<file path="config.mk">
export PLATFORM = sky130hd
export DESIGN_NAME = bracketed_paste_control_filter_top
export DESIGN_NICKNAME = d
export VERILOG_FILES = /design/src/sv/bpcf_pkg.sv /design/src/sv/bpcf_front.sv /design/src/sv/bpcf_cmd_queue.sv /design/src/sv/bpcf_out_fifo.sv /design/src/sv/bpcf_back.sv /design/src/sv/bracketed_paste_control_filter_top.sv
export VERILOG_INCLUDE_DIRS = /design/src /design/src/sv
export SDC_FILE = /design/constraint.sdc
export NUM_CORES = 1
export LEC_CHECK = 0
export ABC_CLOCK_PERIOD_IN_PS = 4270
export BUFFER_PORTS_ARGS = -buffer_cell sky130_fd_sc_hd__buf_2
export CORE_MARGIN = 2
export CORE_UTILIZATION = 30
export DETAILED_ROUTE_END_ITERATION = 10
export MAX_ROUTING_LAYER = met4
export PLACE_DENSITY = 0.51
export SYNTH_ARGS = -nofsm -noshare
export SYNTH_HDL_FRONTEND = slang
export SYNTH_SLANG_ARGS = --single-unit
export TNS_END_PERCENT = 50
</file>
<file path="constraint.sdc">
create_clock -name clk -period 4.27 [get_ports clk]
set_input_delay 0.854 -clock clk [delete_from_list [all_inputs] [get_ports clk]]
set_output_delay 0.854 -clock clk [all_outputs]
set_load 0.005 [all_outputs]
</file>
<file path="src/sv/bracketed_paste_control_filter_top_assert.svh">
// ----------------------------------------------------------------------------
// Assertion macros for the bracketed paste control filter
// Shared concurrent assertion forms, clocked on clk and disabled in reset.
// ----------------------------------------------------------------------------
`ifndef BRACKETED_PASTE_CONTROL_FILTER_TOP_ASSERT_SVH
`define BRACKETED_PASTE_CONTROL_FILTER_TOP_ASSERT_SVH

// Same-cycle implication.
`define BPCF_ASSERT_IMPLIES(label, ante, cons, msg) \
    label: assert property (@(posedge clk) disable iff (!rst_n) (ante) |-> (cons)) \
        else $error(msg);

// Next-cycle implication.
`define BPCF_ASSERT_NEXT(label, ante, cons, msg) \
    label: assert property (@(posedge clk) disable iff (!rst_n) (ante) |=> (cons)) \
        else $error(msg);

`endif

</file>
<file path="src/sv/bpcf_pkg.sv">
// ----------------------------------------------------------------------------
// bpcf_pkg
// Types, byte codes and marker tables for the bracketed paste control filter.
// ----------------------------------------------------------------------------
package bpcf_pkg;

    localparam int CMDQ_DEPTH = 2;
    localparam int CMDQ_AW    = 1;
    localparam int CMDQ_CW    = CMDQ_AW + 1;

    localparam int OUTQ_DEPTH = 4;
    localparam int OUTQ_AW    = 2;
    localparam int OUTQ_CW    = OUTQ_AW + 1;

    localparam int MARKER_LEN = 6;
    localparam int MARKER_IW  = 3;

    localparam int HELD_DEPTH = 3;
    localparam int HELD_IW    = 2;
    localparam int HELD_CW    = 2;

    localparam logic [7:0] BYTE_BEL       = 8'h07;
    localparam logic [7:0] BYTE_TAB       = 8'h09;
    localparam logic [7:0] BYTE_LF        = 8'h0A;
    localparam logic [7:0] BYTE_CR        = 8'h0D;
    localparam logic [7:0] BYTE_ESC       = 8'h1B;
    localparam logic [7:0] BYTE_C0_END    = 8'h20;
    localparam logic [7:0] BYTE_ZERO_CHR  = 8'h30;
    localparam logic [7:0] BYTE_ONE_CHR   = 8'h31;
    localparam logic [7:0] BYTE_TWO_CHR   = 8'h32;
    localparam logic [7:0] BYTE_CSI_LO    = 8'h40;
    localparam logic [7:0] BYTE_DCS_ESC   = 8'h50;
    localparam logic [7:0] BYTE_SOS_ESC   = 8'h58;
    localparam logic [7:0] BYTE_LBRACKET  = 8'h5B;
    localparam logic [7:0] BYTE_BACKSLASH = 8'h5C;
    localparam logic [7:0] BYTE_RBRACKET  = 8'h5D;
    localparam logic [7:0] BYTE_PM_ESC    = 8'h5E;
    localparam logic [7:0] BYTE_APC_ESC   = 8'h5F;
    localparam logic [7:0] BYTE_CSI_HI    = 8'h7E;
    localparam logic [7:0] BYTE_TILDE     = 8'h7E;
    localparam logic [7:0] BYTE_DEL       = 8'h7F;
    localparam logic [7:0] BYTE_C1_LO     = 8'h80;
    localparam logic [7:0] BYTE_DCS_C1    = 8'h90;
    localparam logic [7:0] BYTE_SOS_C1    = 8'h98;
    localparam logic [7:0] BYTE_CSI_C1    = 8'h9B;
    localparam logic [7:0] BYTE_ST_C1     = 8'h9C;
    localparam logic [7:0] BYTE_OSC_C1    = 8'h9D;
    localparam logic [7:0] BYTE_PM_C1     = 8'h9E;
    localparam logic [7:0] BYTE_APC_C1    = 8'h9F;
    localparam logic [7:0] BYTE_C1_END    = 8'hA0;
    localparam logic [7:0] UTF8_CONT_MASK = 8'hC0;
    localparam logic [7:0] UTF8_CONT_TAG  = 8'h80;
    localparam logic [7:0] UTF8_LEAD_LO   = 8'hC2;
    localparam logic [7:0] UTF8_LEAD2_HI  = 8'hDF;
    localparam logic [7:0] UTF8_LEAD3_HI  = 8'hEF;
    localparam logic [7:0] UTF8_LEAD_HI   = 8'hF4;

    typedef struct packed {
        logic [7:0] data_byte;
        logic       eot;
        logic       bracketed;
        logic       open;
    } cmd_t;

    typedef struct packed {
        logic [7:0] out_byte;
        logic       run_end;
        logic       paste_end;
    } res_t;

    // ESC [ 2 0 0 ~ opens, ESC [ 2 0 1 ~ closes
    function automatic logic [7:0] marker_byte(input logic [MARKER_IW-1:0] idx,
                                               input logic closing);
        logic [7:0] b;
        unique case (idx)
            3'd0:    b = BYTE_ESC;
            3'd1:    b = BYTE_LBRACKET;
            3'd2:    b = BYTE_TWO_CHR;
            3'd3:    b = BYTE_ZERO_CHR;
            3'd4:    b = closing ? BYTE_ONE_CHR : BYTE_ZERO_CHR;
            3'd5:    b = BYTE_TILDE;
            default: b = 8'h00;
        endcase
        return b;
    endfunction

    function automatic logic is_dropped(input logic [7:0] b);
        logic c0;
        c0 = (b < BYTE_C0_END) && (b != BYTE_TAB) && (b != BYTE_LF) && (b != BYTE_CR);
        return c0 || (b == BYTE_DEL) || ((b >= BYTE_C1_LO) && (b < BYTE_C1_END));
    endfunction

    function automatic logic [HELD_CW-1:0] utf8_needed_of(input logic [7:0] b);
        logic [HELD_CW-1:0] n;
        if (b <= UTF8_LEAD2_HI)
            n = 2'd1;
        else if (b <= UTF8_LEAD3_HI)
            n = 2'd2;
        else
            n = 2'd3;
        return n;
    endfunction

endpackage

</file>
<file path="src/sv/bpcf_front.sv">
// ----------------------------------------------------------------------------
// bpcf_front
// Input side: holds the mode register and paste framing, tags each byte.
// ----------------------------------------------------------------------------
module bpcf_front (
    input  logic            clk,
    input  logic            rst_n,
    input  logic            cfg_valid,
    output logic            cfg_ready,
    input  logic            cfg_bracketed_mode,
    input  logic            push,
    input  logic [7:0]      data_byte,
    input  logic            end_of_text,
    input  logic            q_full,
    output logic            cmd_push,
    output bpcf_pkg::cmd_t  cmd
);

    logic bracketed_mode_reg, bracketed_mode_next;
    logic prefix_sent_reg, prefix_sent_next;

    assign cfg_ready = 1'b1;
    assign cmd_push  = push && !q_full;

    always_comb
    begin
        cmd.data_byte = data_byte;
        cmd.eot       = end_of_text;
        cmd.bracketed = prefix_sent_reg || bracketed_mode_reg;
        cmd.open      = !prefix_sent_reg && bracketed_mode_reg;
    end

    always_comb
    begin
        bracketed_mode_next = bracketed_mode_reg;
        prefix_sent_next    = prefix_sent_reg;
        if (cfg_valid)
            bracketed_mode_next = cfg_bracketed_mode;
        // once opened, a paste stays bracketed until its last byte
        if (cmd_push && cmd.bracketed)
            prefix_sent_next = !end_of_text;
    end

    always_ff @(posedge clk or negedge rst_n)
    begin
        if (!rst_n)
        begin
            bracketed_mode_reg <= 1'b0;
            prefix_sent_reg    <= 1'b0;
        end
        else
        begin
            bracketed_mode_reg <= bracketed_mode_next;
            prefix_sent_reg    <= prefix_sent_next;
        end
    end

endmodule

</file>
<file path="src/sv/bpcf_cmd_queue.sv">
// ----------------------------------------------------------------------------
// bpcf_cmd_queue
// Short queue of tagged bytes between the front and back ends.
// ----------------------------------------------------------------------------
module bpcf_cmd_queue (
    input  logic            clk,
    input  logic            rst_n,
    input  logic            wr,
    input  bpcf_pkg::cmd_t  wr_cmd,
    output logic            full,
    input  logic            rd,
    output logic            valid,
    output bpcf_pkg::cmd_t  rd_cmd
);

    bpcf_pkg::cmd_t                  mem_reg [bpcf_pkg::CMDQ_DEPTH];
    logic [bpcf_pkg::CMDQ_AW-1:0]    wptr_reg, wptr_next;
    logic [bpcf_pkg::CMDQ_AW-1:0]    rptr_reg, rptr_next;
    logic [bpcf_pkg::CMDQ_CW-1:0]    count_reg, count_next;
    logic                            wr_ok, rd_ok;

    assign full   = (count_reg == bpcf_pkg::CMDQ_CW'(bpcf_pkg::CMDQ_DEPTH));
    assign valid  = (count_reg != '0);
    assign wr_ok  = wr && !full;
    assign rd_ok  = rd && valid;
    assign rd_cmd = mem_reg[rptr_reg];

    always_comb
    begin
        wptr_next  = wptr_reg + bpcf_pkg::CMDQ_AW'(wr_ok);
        rptr_next  = rptr_reg + bpcf_pkg::CMDQ_AW'(rd_ok);
        count_next = count_reg + bpcf_pkg::CMDQ_CW'(wr_ok) - bpcf_pkg::CMDQ_CW'(rd_ok);
    end

    always_ff @(posedge clk or negedge rst_n)
    begin
        if (!rst_n)
        begin
            wptr_reg  <= '0;
            rptr_reg  <= '0;
            count_reg <= '0;
        end
        else
        begin
            wptr_reg  <= wptr_next;
            rptr_reg  <= rptr_next;
            count_reg <= count_next;
        end
    end

    always_ff @(posedge clk)
    begin
        if (wr_ok)
            mem_reg[wptr_reg] <= wr_cmd;
    end

endmodule

</file>
<file path="src/sv/bpcf_out_fifo.sv">
// ----------------------------------------------------------------------------
// bpcf_out_fifo
// Result queue; takes up to two results a cycle, presents the oldest.
// ----------------------------------------------------------------------------
`include "bracketed_paste_control_filter_top_assert.svh"

module bpcf_out_fifo (
    input  logic            clk,
    input  logic            rst_n,
    input  logic            wr0,
    input  logic            wr1,
    input  bpcf_pkg::res_t  wdata0,
    input  logic [0:0]      wr1_dummy_unused_n,
    input  bpcf_pkg::res_t  wdata1,
    output logic            room2,
    input  logic            pop,
    output logic            empty,
    output bpcf_pkg::res_t  head
);

    bpcf_pkg::res_t                  mem_reg [bpcf_pkg::OUTQ_DEPTH];
    logic [bpcf_pkg::OUTQ_AW-1:0]    wptr_reg, wptr_next;
    logic [bpcf_pkg::OUTQ_AW-1:0]    rptr_reg, rptr_next;
    logic [bpcf_pkg::OUTQ_CW-1:0]    count_reg, count_next;
    logic                            rd_ok;
    logic                            wr1_ok;

    assign wr1_ok = wr1 && wr1_dummy_unused_n[0];
    assign empty  = (count_reg == '0);
    assign room2  = (count_reg <= bpcf_pkg::OUTQ_CW'(bpcf_pkg::OUTQ_DEPTH - 2));
    assign rd_ok  = pop && !empty;
    assign head   = mem_reg[rptr_reg];

    always_comb
    begin
        wptr_next  = wptr_reg + bpcf_pkg::OUTQ_AW'(wr0) + bpcf_pkg::OUTQ_AW'(wr1_ok);
        rptr_next  = rptr_reg + bpcf_pkg::OUTQ_AW'(rd_ok);
        count_next = count_reg + bpcf_pkg::OUTQ_CW'(wr0) + bpcf_pkg::OUTQ_CW'(wr1_ok)
                     - bpcf_pkg::OUTQ_CW'(rd_ok);
    end

    always_ff @(posedge clk or negedge rst_n)
    begin
        if (!rst_n)
        begin
            wptr_reg  <= '0;
            rptr_reg  <= '0;
            count_reg <= '0;
        end
        else
        begin
            wptr_reg  <= wptr_next;
            rptr_reg  <= rptr_next;
            count_reg <= count_next;
        end
    end

    always_ff @(posedge clk)
    begin
        if (wr0)
            mem_reg[wptr_reg] <= wdata0;
        if (wr1_ok)
            mem_reg[wptr_reg + bpcf_pkg::OUTQ_AW'(1)] <= wdata1;
    end

    `BPCF_ASSERT_IMPLIES(a_count_bound, 1'b1, count_reg <= bpcf_pkg::OUTQ_CW'(bpcf_pkg::OUTQ_DEPTH), "result queue count beyond depth")
    `BPCF_ASSERT_IMPLIES(a_wr_order, wr1, wr0, "second write without first")
    `BPCF_ASSERT_IMPLIES(a_no_overflow, wr0, room2, "write into result queue without room")

endmodule

</file>
<file path="src/sv/bpcf_back.sv">
// ----------------------------------------------------------------------------
// bpcf_back
// Back end: marker sequencer, control-sequence parser and UTF-8 hold/replay;
// works on one item at a time and tags the last result of each item.
// ----------------------------------------------------------------------------
`include "bracketed_paste_control_filter_top_assert.svh"

module bpcf_back (
    input  logic            clk,
    input  logic            rst_n,
    input  logic            cmd_valid,
    input  bpcf_pkg::cmd_t  cmd,
    output logic            cmd_pop,
    input  logic            res_room,
    output logic            res_wr0,
    output logic            res_wr1,
    output bpcf_pkg::res_t  res0,
    output bpcf_pkg::res_t  res1
);

    typedef enum logic [2:0] {
        ST_BYTE,
        ST_OPEN,
        ST_FLUSH,
        ST_REPLAY,
        ST_CLOSE
    } seq_t;

    typedef enum logic [2:0] {
        PM_NORMAL,
        PM_ESC,
        PM_CSI,
        PM_STRING,
        PM_STRING_ESC
    } parse_t;

    seq_t                               state_reg, state_next;
    logic [bpcf_pkg::MARKER_IW-1:0]     idx_reg, idx_next;
    logic [bpcf_pkg::HELD_CW-1:0]       rcnt_reg, rcnt_next;
    logic                               replay_b_reg, replay_b_next;
    logic                               opened_reg, opened_next;
    parse_t                             mode_reg, mode_next;
    logic                               bell_reg, bell_next;
    logic [7:0]                         lead_reg, lead_next;
    logic [bpcf_pkg::HELD_CW-1:0]       needed_reg, needed_next;
    logic [bpcf_pkg::HELD_CW-1:0]       cnt_reg, cnt_next;
    logic [7:0]                         held_reg [bpcf_pkg::HELD_DEPTH];
    logic [7:0]                         held_next [bpcf_pkg::HELD_DEPTH];
    logic                               pend_valid_reg, pend_valid_next;
    logic [7:0]                         pend_byte_reg, pend_byte_next;

    parse_t     f_mode;
    logic       f_bell, f_emit, f_hold, f_cont, f_complete, f_fail;
    logic       step, do_filter, post, replay_held, emit, last;
    logic [7:0] emit_byte, fb, held_rd;

    assign step        = cmd_valid && res_room;
    assign replay_held = (state_reg == ST_REPLAY) && (idx_reg[bpcf_pkg::HELD_CW-1:0] < rcnt_reg);

    always_comb
    begin
        held_rd = held_reg[0];
        for (int i = 0; i < bpcf_pkg::HELD_DEPTH; i++)
            if (idx_reg[bpcf_pkg::HELD_IW-1:0] == bpcf_pkg::HELD_IW'(i))
                held_rd = held_reg[i];
    end

    assign fb = replay_held ? held_rd : cmd.data_byte;

    // parser, one byte
    always_comb
    begin
        f_mode     = mode_reg;
        f_bell     = bell_reg;
        f_emit     = 1'b0;
        f_hold     = 1'b0;
        f_cont     = 1'b0;
        f_complete = 1'b0;
        f_fail     = 1'b0;
        unique case (mode_reg)
            PM_NORMAL:
            begin
                if (needed_reg != '0)
                begin
                    if ((fb & bpcf_pkg::UTF8_CONT_MASK) == bpcf_pkg::UTF8_CONT_TAG)
                    begin
                        f_cont     = 1'b1;
                        f_complete = (cnt_reg + bpcf_pkg::HELD_CW'(1)) >= needed_reg;
                    end
                    else
                        f_fail = 1'b1;
                end
                else if (fb >= bpcf_pkg::UTF8_LEAD_LO && fb <= bpcf_pkg::UTF8_LEAD_HI)
                    f_hold = 1'b1;
                else if (fb == bpcf_pkg::BYTE_ESC)
                    f_mode = PM_ESC;
                else if (fb == bpcf_pkg::BYTE_CSI_C1)
                    f_mode = PM_CSI;
                else if (fb == bpcf_pkg::BYTE_OSC_C1)
                begin
                    f_mode = PM_STRING;
                    f_bell = 1'b1;
                end
                else if (fb == bpcf_pkg::BYTE_DCS_C1 || fb == bpcf_pkg::BYTE_SOS_C1 ||
                         fb == bpcf_pkg::BYTE_PM_C1 || fb == bpcf_pkg::BYTE_APC_C1)
                begin
                    f_mode = PM_STRING;
                    f_bell = 1'b0;
                end
                else
                    f_emit = !bpcf_pkg::is_dropped(fb);
            end
            PM_ESC:
            begin
                if (fb == bpcf_pkg::BYTE_LBRACKET)
                    f_mode = PM_CSI;
                else if (fb == bpcf_pkg::BYTE_RBRACKET)
                begin
                    f_mode = PM_STRING;
                    f_bell = 1'b1;
                end
                else if (fb == bpcf_pkg::BYTE_DCS_ESC || fb == bpcf_pkg::BYTE_SOS_ESC ||
                         fb == bpcf_pkg::BYTE_PM_ESC || fb == bpcf_pkg::BYTE_APC_ESC)
                begin
                    f_mode = PM_STRING;
                    f_bell = 1'b0;
                end
                else
                    f_mode = PM_NORMAL;
            end
            PM_CSI:
            begin
                if (fb >= bpcf_pkg::BYTE_CSI_LO && fb <= bpcf_pkg::BYTE_CSI_HI)
                    f_mode = PM_NORMAL;
            end
            PM_STRING:
            begin
                if ((bell_reg && fb == bpcf_pkg::BYTE_BEL) || fb == bpcf_pkg::BYTE_ST_C1)
                    f_mode = PM_NORMAL;
                else if (fb == bpcf_pkg::BYTE_ESC)
                    f_mode = PM_STRING_ESC;
            end
            PM_STRING_ESC:
            begin
                // not a terminator: the byte is seen again as string content
                if (fb == bpcf_pkg::BYTE_BACKSLASH)
                    f_mode = PM_NORMAL;
                else if ((bell_reg && fb == bpcf_pkg::BYTE_BEL) || fb == bpcf_pkg::BYTE_ST_C1)
                    f_mode = PM_NORMAL;
                else if (fb == bpcf_pkg::BYTE_ESC)
                    f_mode = PM_STRING_ESC;
                else
                    f_mode = PM_STRING;
            end
            default:
                f_mode = PM_NORMAL;
        endcase
    end

    // sequencer
    always_comb
    begin
        state_next    = state_reg;
        idx_next      = idx_reg;
        rcnt_next     = rcnt_reg;
        replay_b_next = replay_b_reg;
        opened_next   = opened_reg;
        mode_next     = mode_reg;
        bell_next     = bell_reg;
        lead_next     = lead_reg;
        needed_next   = needed_reg;
        cnt_next      = cnt_reg;
        for (int i = 0; i < bpcf_pkg::HELD_DEPTH; i++)
            held_next[i] = held_reg[i];
        do_filter = 1'b0;
        post      = 1'b0;
        emit      = 1'b0;
        emit_byte = fb;
        last      = 1'b0;

        if (step)
        begin
            unique case (state_reg)
                ST_BYTE:
                begin
                    if (!cmd.bracketed)
                    begin
                        emit      = 1'b1;
                        emit_byte = cmd.data_byte;
                        last      = 1'b1;
                    end
                    else if (cmd.open && !opened_reg)
                    begin
                        emit       = 1'b1;
                        emit_byte  = bpcf_pkg::marker_byte('0, 1'b0);
                        idx_next   = bpcf_pkg::MARKER_IW'(1);
                        state_next = ST_OPEN;
                    end
                    else
                        do_filter = 1'b1;
                end
                ST_OPEN:
                begin
                    emit      = 1'b1;
                    emit_byte = bpcf_pkg::marker_byte(idx_reg, 1'b0);
                    if (idx_reg == bpcf_pkg::MARKER_IW'(bpcf_pkg::MARKER_LEN - 1))
                    begin
                        idx_next    = '0;
                        opened_next = 1'b1;
                        state_next  = ST_BYTE;
                    end
                    else
                        idx_next = idx_reg + bpcf_pkg::MARKER_IW'(1);
                end
                ST_FLUSH:
                begin
                    emit      = 1'b1;
                    emit_byte = held_rd;
                    if ((idx_reg[bpcf_pkg::HELD_CW-1:0] + bpcf_pkg::HELD_CW'(1)) == rcnt_reg)
                        post = 1'b1;
                    else
                        idx_next = idx_reg + bpcf_pkg::MARKER_IW'(1);
                end
                ST_REPLAY:
                begin
                    if (replay_held)
                    begin
                        do_filter = 1'b1;
                        idx_next  = idx_reg + bpcf_pkg::MARKER_IW'(1);
                    end
                    else if (replay_b_reg)
                        do_filter = 1'b1;
                    else
                    begin
                        idx_next   = '0;
                        state_next = ST_CLOSE;
                    end
                end
                ST_CLOSE:
                begin
                    emit      = 1'b1;
                    emit_byte = bpcf_pkg::marker_byte(idx_reg, 1'b1);
                    if (idx_reg == bpcf_pkg::MARKER_IW'(bpcf_pkg::MARKER_LEN - 1))
                    begin
                        last        = 1'b1;
                        idx_next    = '0;
                        state_next  = ST_BYTE;
                        mode_next   = PM_NORMAL;
                        bell_next   = 1'b0;
                        lead_next   = '0;
                        needed_next = '0;
                        cnt_next    = '0;
                    end
                    else
                        idx_next = idx_reg + bpcf_pkg::MARKER_IW'(1);
                end
                default:
                    state_next = ST_BYTE;
            endcase
        end

        if (do_filter)
        begin
            mode_next = f_mode;
            bell_next = f_bell;
            if (f_emit)
            begin
                emit      = 1'b1;
                emit_byte = fb;
            end
            if (f_hold)
            begin
                lead_next   = fb;
                needed_next = bpcf_pkg::utf8_needed_of(fb);
                cnt_next    = '0;
            end
            if (f_cont)
            begin
                for (int i = 0; i < bpcf_pkg::HELD_DEPTH; i++)
                    if (cnt_reg == bpcf_pkg::HELD_CW'(i))
                        held_next[i] = fb;
                cnt_next = cnt_reg + bpcf_pkg::HELD_CW'(1);
            end
            if (f_complete)
            begin
                emit        = 1'b1;
                emit_byte   = lead_reg;
                rcnt_next   = cnt_reg + bpcf_pkg::HELD_CW'(1);
                lead_next   = '0;
                needed_next = '0;
                cnt_next    = '0;
                idx_next    = '0;
                state_next  = ST_FLUSH;
            end
            else if (f_fail)
            begin
                // lead goes out as is, held bytes and this byte are parsed again
                emit          = 1'b1;
                emit_byte     = lead_reg;
                rcnt_next     = cnt_reg;
                replay_b_next = 1'b1;
                lead_next     = '0;
                needed_next   = '0;
                cnt_next      = '0;
                idx_next      = '0;
                state_next    = ST_REPLAY;
            end
            else if (!replay_held)
                post = 1'b1;
        end

        if (post)
        begin
            idx_next = '0;
            if (!cmd.eot)
            begin
                last       = 1'b1;
                state_next = ST_BYTE;
            end
            else if (needed_next != '0)
            begin
                // paste ends with a lead held
                emit          = 1'b1;
                emit_byte     = lead_next;
                rcnt_next     = cnt_next;
                replay_b_next = 1'b0;
                lead_next     = '0;
                needed_next   = '0;
                cnt_next      = '0;
                state_next    = ST_REPLAY;
            end
            else
                state_next = ST_CLOSE;
        end

        if (last)
            opened_next = 1'b0;
    end

    assign cmd_pop = last;

    // one-deep hold so the last result of an item can be tagged
    always_comb
    begin
        pend_valid_next = pend_valid_reg;
        pend_byte_next  = pend_byte_reg;
        res_wr0         = 1'b0;
        res_wr1         = 1'b0;
        res0.out_byte   = pend_byte_reg;
        res0.run_end    = 1'b0;
        res0.paste_end  = 1'b0;
        res1.out_byte   = emit_byte;
        res1.run_end    = 1'b1;
        res1.paste_end  = cmd.eot;
        if (emit && !last)
        begin
            res_wr0         = pend_valid_reg;
            pend_valid_next = 1'b1;
            pend_byte_next  = emit_byte;
        end
        else if (emit && last)
        begin
            pend_valid_next = 1'b0;
            if (pend_valid_reg)
            begin
                res_wr0 = 1'b1;
                res_wr1 = 1'b1;
            end
            else
            begin
                res_wr0        = 1'b1;
                res0.out_byte  = emit_byte;
                res0.run_end   = 1'b1;
                res0.paste_end = cmd.eot;
            end
        end
        else if (last)
        begin
            pend_valid_next = 1'b0;
            res_wr0         = pend_valid_reg;
            res0.run_end    = 1'b1;
            res0.paste_end  = cmd.eot;
        end
    end

    always_ff @(posedge clk or negedge rst_n)
    begin
        if (!rst_n)
        begin
            state_reg      <= ST_BYTE;
            idx_reg        <= '0;
            rcnt_reg       <= '0;
            replay_b_reg   <= 1'b0;
            opened_reg     <= 1'b0;
            mode_reg       <= PM_NORMAL;
            bell_reg       <= 1'b0;
            lead_reg       <= '0;
            needed_reg     <= '0;
            cnt_reg        <= '0;
            pend_valid_reg <= 1'b0;
        end
        else
        begin
            state_reg      <= state_next;
            idx_reg        <= idx_next;
            rcnt_reg       <= rcnt_next;
            replay_b_reg   <= replay_b_next;
            opened_reg     <= opened_next;
            mode_reg       <= mode_next;
            bell_reg       <= bell_next;
            lead_reg       <= lead_next;
            needed_reg     <= needed_next;
            cnt_reg        <= cnt_next;
            pend_valid_reg <= pend_valid_next;
        end
    end

    always_ff @(posedge clk)
    begin
        pend_byte_reg <= pend_byte_next;
        for (int i = 0; i < bpcf_pkg::HELD_DEPTH; i++)
            held_reg[i] <= held_next[i];
    end

    `BPCF_ASSERT_IMPLIES(a_head_held, state_reg != ST_BYTE, cmd_valid, "item left queue while in flight")
    `BPCF_ASSERT_IMPLIES(a_lead_in_text, needed_reg != '0, mode_reg == PM_NORMAL, "UTF-8 lead held outside normal text")
    `BPCF_ASSERT_IMPLIES(a_marker_idx, state_reg == ST_OPEN || state_reg == ST_CLOSE, idx_reg < bpcf_pkg::MARKER_IW'(bpcf_pkg::MARKER_LEN), "marker index out of range")
    `BPCF_ASSERT_IMPLIES(a_no_stale_pend, state_reg == ST_BYTE && !opened_reg, !pend_valid_reg, "result left over from previous item")

endmodule

</file>
<file path="src/sv/bracketed_paste_control_filter_top.sv">
// ----------------------------------------------------------------------------
// bracketed_paste_control_filter_top
// Bracketed paste control filter: wraps a paste in ESC[200~ / ESC[201~ and
// strips terminal control content from it.
// ----------------------------------------------------------------------------
// The back end works on one input byte at a time and waits whenever the
// result queue has fewer than two free entries. In pass-through mode and for
// plain text each byte gives one result. The first byte of a bracketed paste
// is preceded by the opening marker and the last byte is followed by the
// closing one. A complete UTF-8 sequence goes out as the lead and then its
// continuation bytes; a broken sequence sends the lead as is and parses the
// held bytes and the breaking byte again. A paste that ends with a lead held
// sends the lead with the last byte, then parses the held bytes again before
// the closing marker. A two-entry command queue sits between the input and
// the parser, a four-entry result queue on the output side. bracketed_mode
// is written through the cfg channel, always ready.
module bracketed_paste_control_filter_top (
    input  logic       clk,
    input  logic       rst_n,
    input  logic       cfg_valid,
    output logic       cfg_ready,
    input  logic       cfg_bracketed_mode,
    input  logic       push,
    output logic       full,
    input  logic [7:0] data_byte,
    input  logic       end_of_text,
    output logic       empty,
    input  logic       pop,
    output logic [7:0] out_byte,
    output logic       run_end,
    output logic       paste_end
);

    bpcf_pkg::cmd_t in_cmd, head_cmd;
    bpcf_pkg::res_t res0, res1, head_res;
    logic           cmd_push, cmd_pop, cmd_valid;
    logic           res_room, res_wr0, res_wr1;

    bpcf_front u_front (
        .clk                (clk),
        .rst_n              (rst_n),
        .cfg_valid          (cfg_valid),
        .cfg_ready          (cfg_ready),
        .cfg_bracketed_mode (cfg_bracketed_mode),
        .push               (push),
        .data_byte          (data_byte),
        .end_of_text        (end_of_text),
        .q_full             (full),
        .cmd_push           (cmd_push),
        .cmd                (in_cmd)
    );

    bpcf_cmd_queue u_cmd_queue (
        .clk    (clk),
        .rst_n  (rst_n),
        .wr     (cmd_push),
        .wr_cmd (in_cmd),
        .full   (full),
        .rd     (cmd_pop),
        .valid  (cmd_valid),
        .rd_cmd (head_cmd)
    );

    bpcf_back u_back (
        .clk       (clk),
        .rst_n     (rst_n),
        .cmd_valid (cmd_valid),
        .cmd       (head_cmd),
        .cmd_pop   (cmd_pop),
        .res_room  (res_room),
        .res_wr0   (res_wr0),
        .res_wr1   (res_wr1),
        .res0      (res0),
        .res1      (res1)
    );

    bpcf_out_fifo u_out_fifo (
        .clk                (clk),
        .rst_n              (rst_n),
        .wr0                (res_wr0),
        .wr1                (res_wr1),
        .wdata0             (res0),
        .wr1_dummy_unused_n (1'b1),
        .wdata1             (res1),
        .room2              (res_room),
        .pop                (pop),
        .empty              (empty),
        .head               (head_res)
    );

    assign out_byte  = head_res.out_byte;
    assign run_end   = head_res.run_end;
    assign paste_end = head_res.paste_end;

endmodule

</file>
==> metrics.txt <==
WL/cell=20.2 um; clk_skew=16.5 ps; largest net degree at the start of global routing=41; Critical Path AT=4460 ps; Overflow after GRT=0; Post-Syn Area=0.00806 sq mm; number of detailed-route iterations in the first pass=5; WP depth=16; residual DRC count=0; fin crit share=0.970; Inserted Diodes=0; Routed WL=24100 um; initial antenna violation count=0; Die W=168 um; gr usage total=0.181; share of cells above drive strength 1=0.252; IO Count=28; clock tree from TritonCTS=yes; register area share after synthesis=0.470; gpl congestion=0.933; Setup CP Type=flip-flop to flip-flop; vias per cell=5.49; Max Cap Viol=0; post-layout min period=4140 ps; P per Cell Area=784 mW/mm^2; Synth-to-Final Area Change=21.7%; Core Rows=59; CP peak stage delay=520 ps; Slowest cell on crit path=or4_4; largest fanout on the critical path=7; clk sinks=134; most frequent cells in the layout=buf_4 (90), edfxtp_1 (90), nor2_1 (59), a21oi_1 (53), dfrtp_1 (40); post-route setup TNS=0 ps; type of the most critical hold path=flip-flop to flip-flop; crit-path cells=ha_1 -> nor2b_1 -> or3_4 -> buf_6 -> o31a_1 -> or4_4 -> o21bai_4 -> o31a_1 -> buf_6 -> nand4_4 -> o21ai_2 -> ha_1 -> inv_1 -> fa_2 -> fa_2 -> xnor2_2; vias in the first global route=6575; Worst-path clk slew=70 ps; f_max=241 MHz; antenna viol nets, final=0; Worst slew margin=0.308; ys async rst share=0.299; post-route setup slack=128 ps; die height=168 um; post-synthesis cell count=757; Num CTS Buffers=17; DIE AREA=0.0282 sq mm; Worst setup endpoint=u_out_fifo.count_reg[2]; Root Driver=clkbuf_16; Synth Warn #=0; via count=6571; H-tree depth=4; reg2reg start=u_back.idx_reg[1]; Nets=887; final-report max-slew violation count=0; Setup Viol. Count Final=0; CP startpoint kind=flip-flop; Net Sw Frac=0.437; combinational power share=0.520; Net Sw Power=3.36 mW; DRT iter0 DRCs=514; #FFs+latches synth=134; first-pass GRT wire length=37800 um; launch point of the worst path=u_back.idx_reg[1]; Post-synth EDFFs=90; Yosys top cell area share=0.335; fillers=2590; Critical Path Sink Type=flip-flop; core area=0.0262 sq mm; Pint=4.33 mW; buffers and inverters on the worst path=3; reg2reg setup slack=130 ps; P_leak=3.80 nW; Initial Utilization=0.307; clock latency on the worst-skew pair=430 ps; design area=0.00981 sq mm; RSZ-0062 raised after global routing=false; CTS Buffer Depth=2; cell taking the most area after synthesis=edfxtp_1; Final Hold Viols=0; reg-to-reg endpoint=u_out_fifo.count_reg[2]; Mapped Nets=795; top cells by area, synth=edfxtp_1 (34%), dfrtp_1 (12%), a21oi_1 (3.3%), a22o_1 (3.2%), ha_1 (3.1%); synth unique cells=88; r2r worst-path depth=16; Sequential Power Share=0.293; Avg Synthesized Cell Area=10.6 sq um; Clk pwr share=0.187; Hold-fix buffers, CTS=0; Required @ worst endpoint=4580 ps; Post-synth top flop=edfxtp_1; Slew @ Worst Pin=1040 ps; IO Port Bufs=26; outcome=completed; DP HPWL=18000 um; VDD IR max=0.347 mV; Final Power=7.69 mW; pre-CTS setup slack=-0.802 ps; placed cell area=0.00910 sq mm; Largest register FFs=40; Top delay family on crit path=simple AND/OR/NAND/NOR gates
==> stage by stage <==
| step | cells | hold WS (ps) | utilization |
|---|---|---|---|
| 2_1_floorplan | 757 | 418 | - |
| 3_3_place_gp | 1158 | 438 | 0.347 |
| 3_5_place_dp | 1158 | 441 | 0.347 |
| 4_1_cts | 1190 | 451 | 0.369 |
| 5_1_grt | 1197 | 467 | 0.374 |
| 6_report | 1197 | 447 | 0.374 |
==> power groups by stage <==
stage | Sequential, mW | Combinational [mW] | Clock, mW
floorplan | 2.08 | 2.55 | 0
global placement | 2.27 | 3.86 | 0
detailed placement | 2.27 | 3.87 | 0
CTS | 2.25 | 3.89 | 1.47
global route | 2.31 | 4.39 | 1.52
finish | 2.25 | 4.00 | 1.44
==> repair_timing <==
| action | in CTS | in global routing |
|---|---|---|
| buffers inserted | 0 | 7 |
| resized for setup | 1 | 18 |
| setup endpoints to repair | 2 | 20 |
| pin swaps | 0 | 6 |
==> worst min-delay path, stage by stage (launching register included) <==
cell,delay (ps)
dfxtp_1,310
inv_1,50
a21oi_1,50
==> cells in the mapped netlist (all sizes together) (13+ instances only) <==
| library cell | count |
|---|---|
| edfxtp | 90 |
| nor2 | 61 |
| a21oi | 55 |
| nand2 | 41 |
| dfrtp | 40 |
| o21ai | 36 |
| inv | 33 |
| a22o | 29 |
| clkbuf | 26 |
| nor3 | 22 |
| buf | 21 |
| ha | 20 |
| mux2i | 17 |
| a22oi | 16 |
| nand3 | 15 |
| mux2 | 13 |
==> per-layer routing <==
metal	vias up	global-route usage	share of wire
li1	3105	-	-
met1	3223	0.241	0.45
met2	195	0.277	0.47
met3	48	0.0266	0.049
met4	0	0.0798	0.034
met5	-	-	0
==> cells by family (layout without fill, tap and decap cells) <==
| logic type | after synthesis | after routing | synth area share |
|---|---|---|---|
| AND/OR/NAND/NOR | 213 | 213 | 0.135 |
| multiplexers | 40 | 40 | 0.0682 |
| other | 1 | 1 | 0.000465 |
| buffers and inverters | 82 | 187 | 0.0450 |
| XOR/XNOR | 8 | 8 | 0.00870 |
| adder cells (fa/ha/maj) | 23 | 23 | 0.0385 |
| AO/OA/AOI/OAI | 256 | 256 | 0.234 |
| flip-flops | 134 | 134 | 0.470 |
==> layout make-up <==
class                           count  area (sq um)  area share
Sequential cell                   134          3780       0.386
Multi-Input combinational cell    541          4040       0.412
Clock buffer                       17           425      0.0434
Tap cell                          335           419      0.0427
Clock inverter                     15           141      0.0144
Inverter                           35           134      0.0136
Timing Repair Buffer              120           868      0.0885
==> worst min path at each step <==
stage / from / end / slack [ps] / cells after the start
2_1_floorplan: u_out_fifo.mem_reg[2][1] / u_out_fifo.mem_reg[2][1] / 420 / 2
3_3_place_gp: u_out_fifo.mem_reg[0][1] / u_out_fifo.mem_reg[0][1] / 440 / 2
3_5_place_dp: u_out_fifo.mem_reg[0][1] / u_out_fifo.mem_reg[0][1] / 440 / 2
4_1_cts: u_out_fifo.mem_reg[0][1] / u_out_fifo.mem_reg[0][1] / 450 / 2
5_1_grt: u_out_fifo.mem_reg[0][1] / u_out_fifo.mem_reg[0][1] / 470 / 2
6_report: u_out_fifo.mem_reg[0][1] / u_out_fifo.mem_reg[0][1] / 450 / 2
Power figures use the tool's default switching activity.
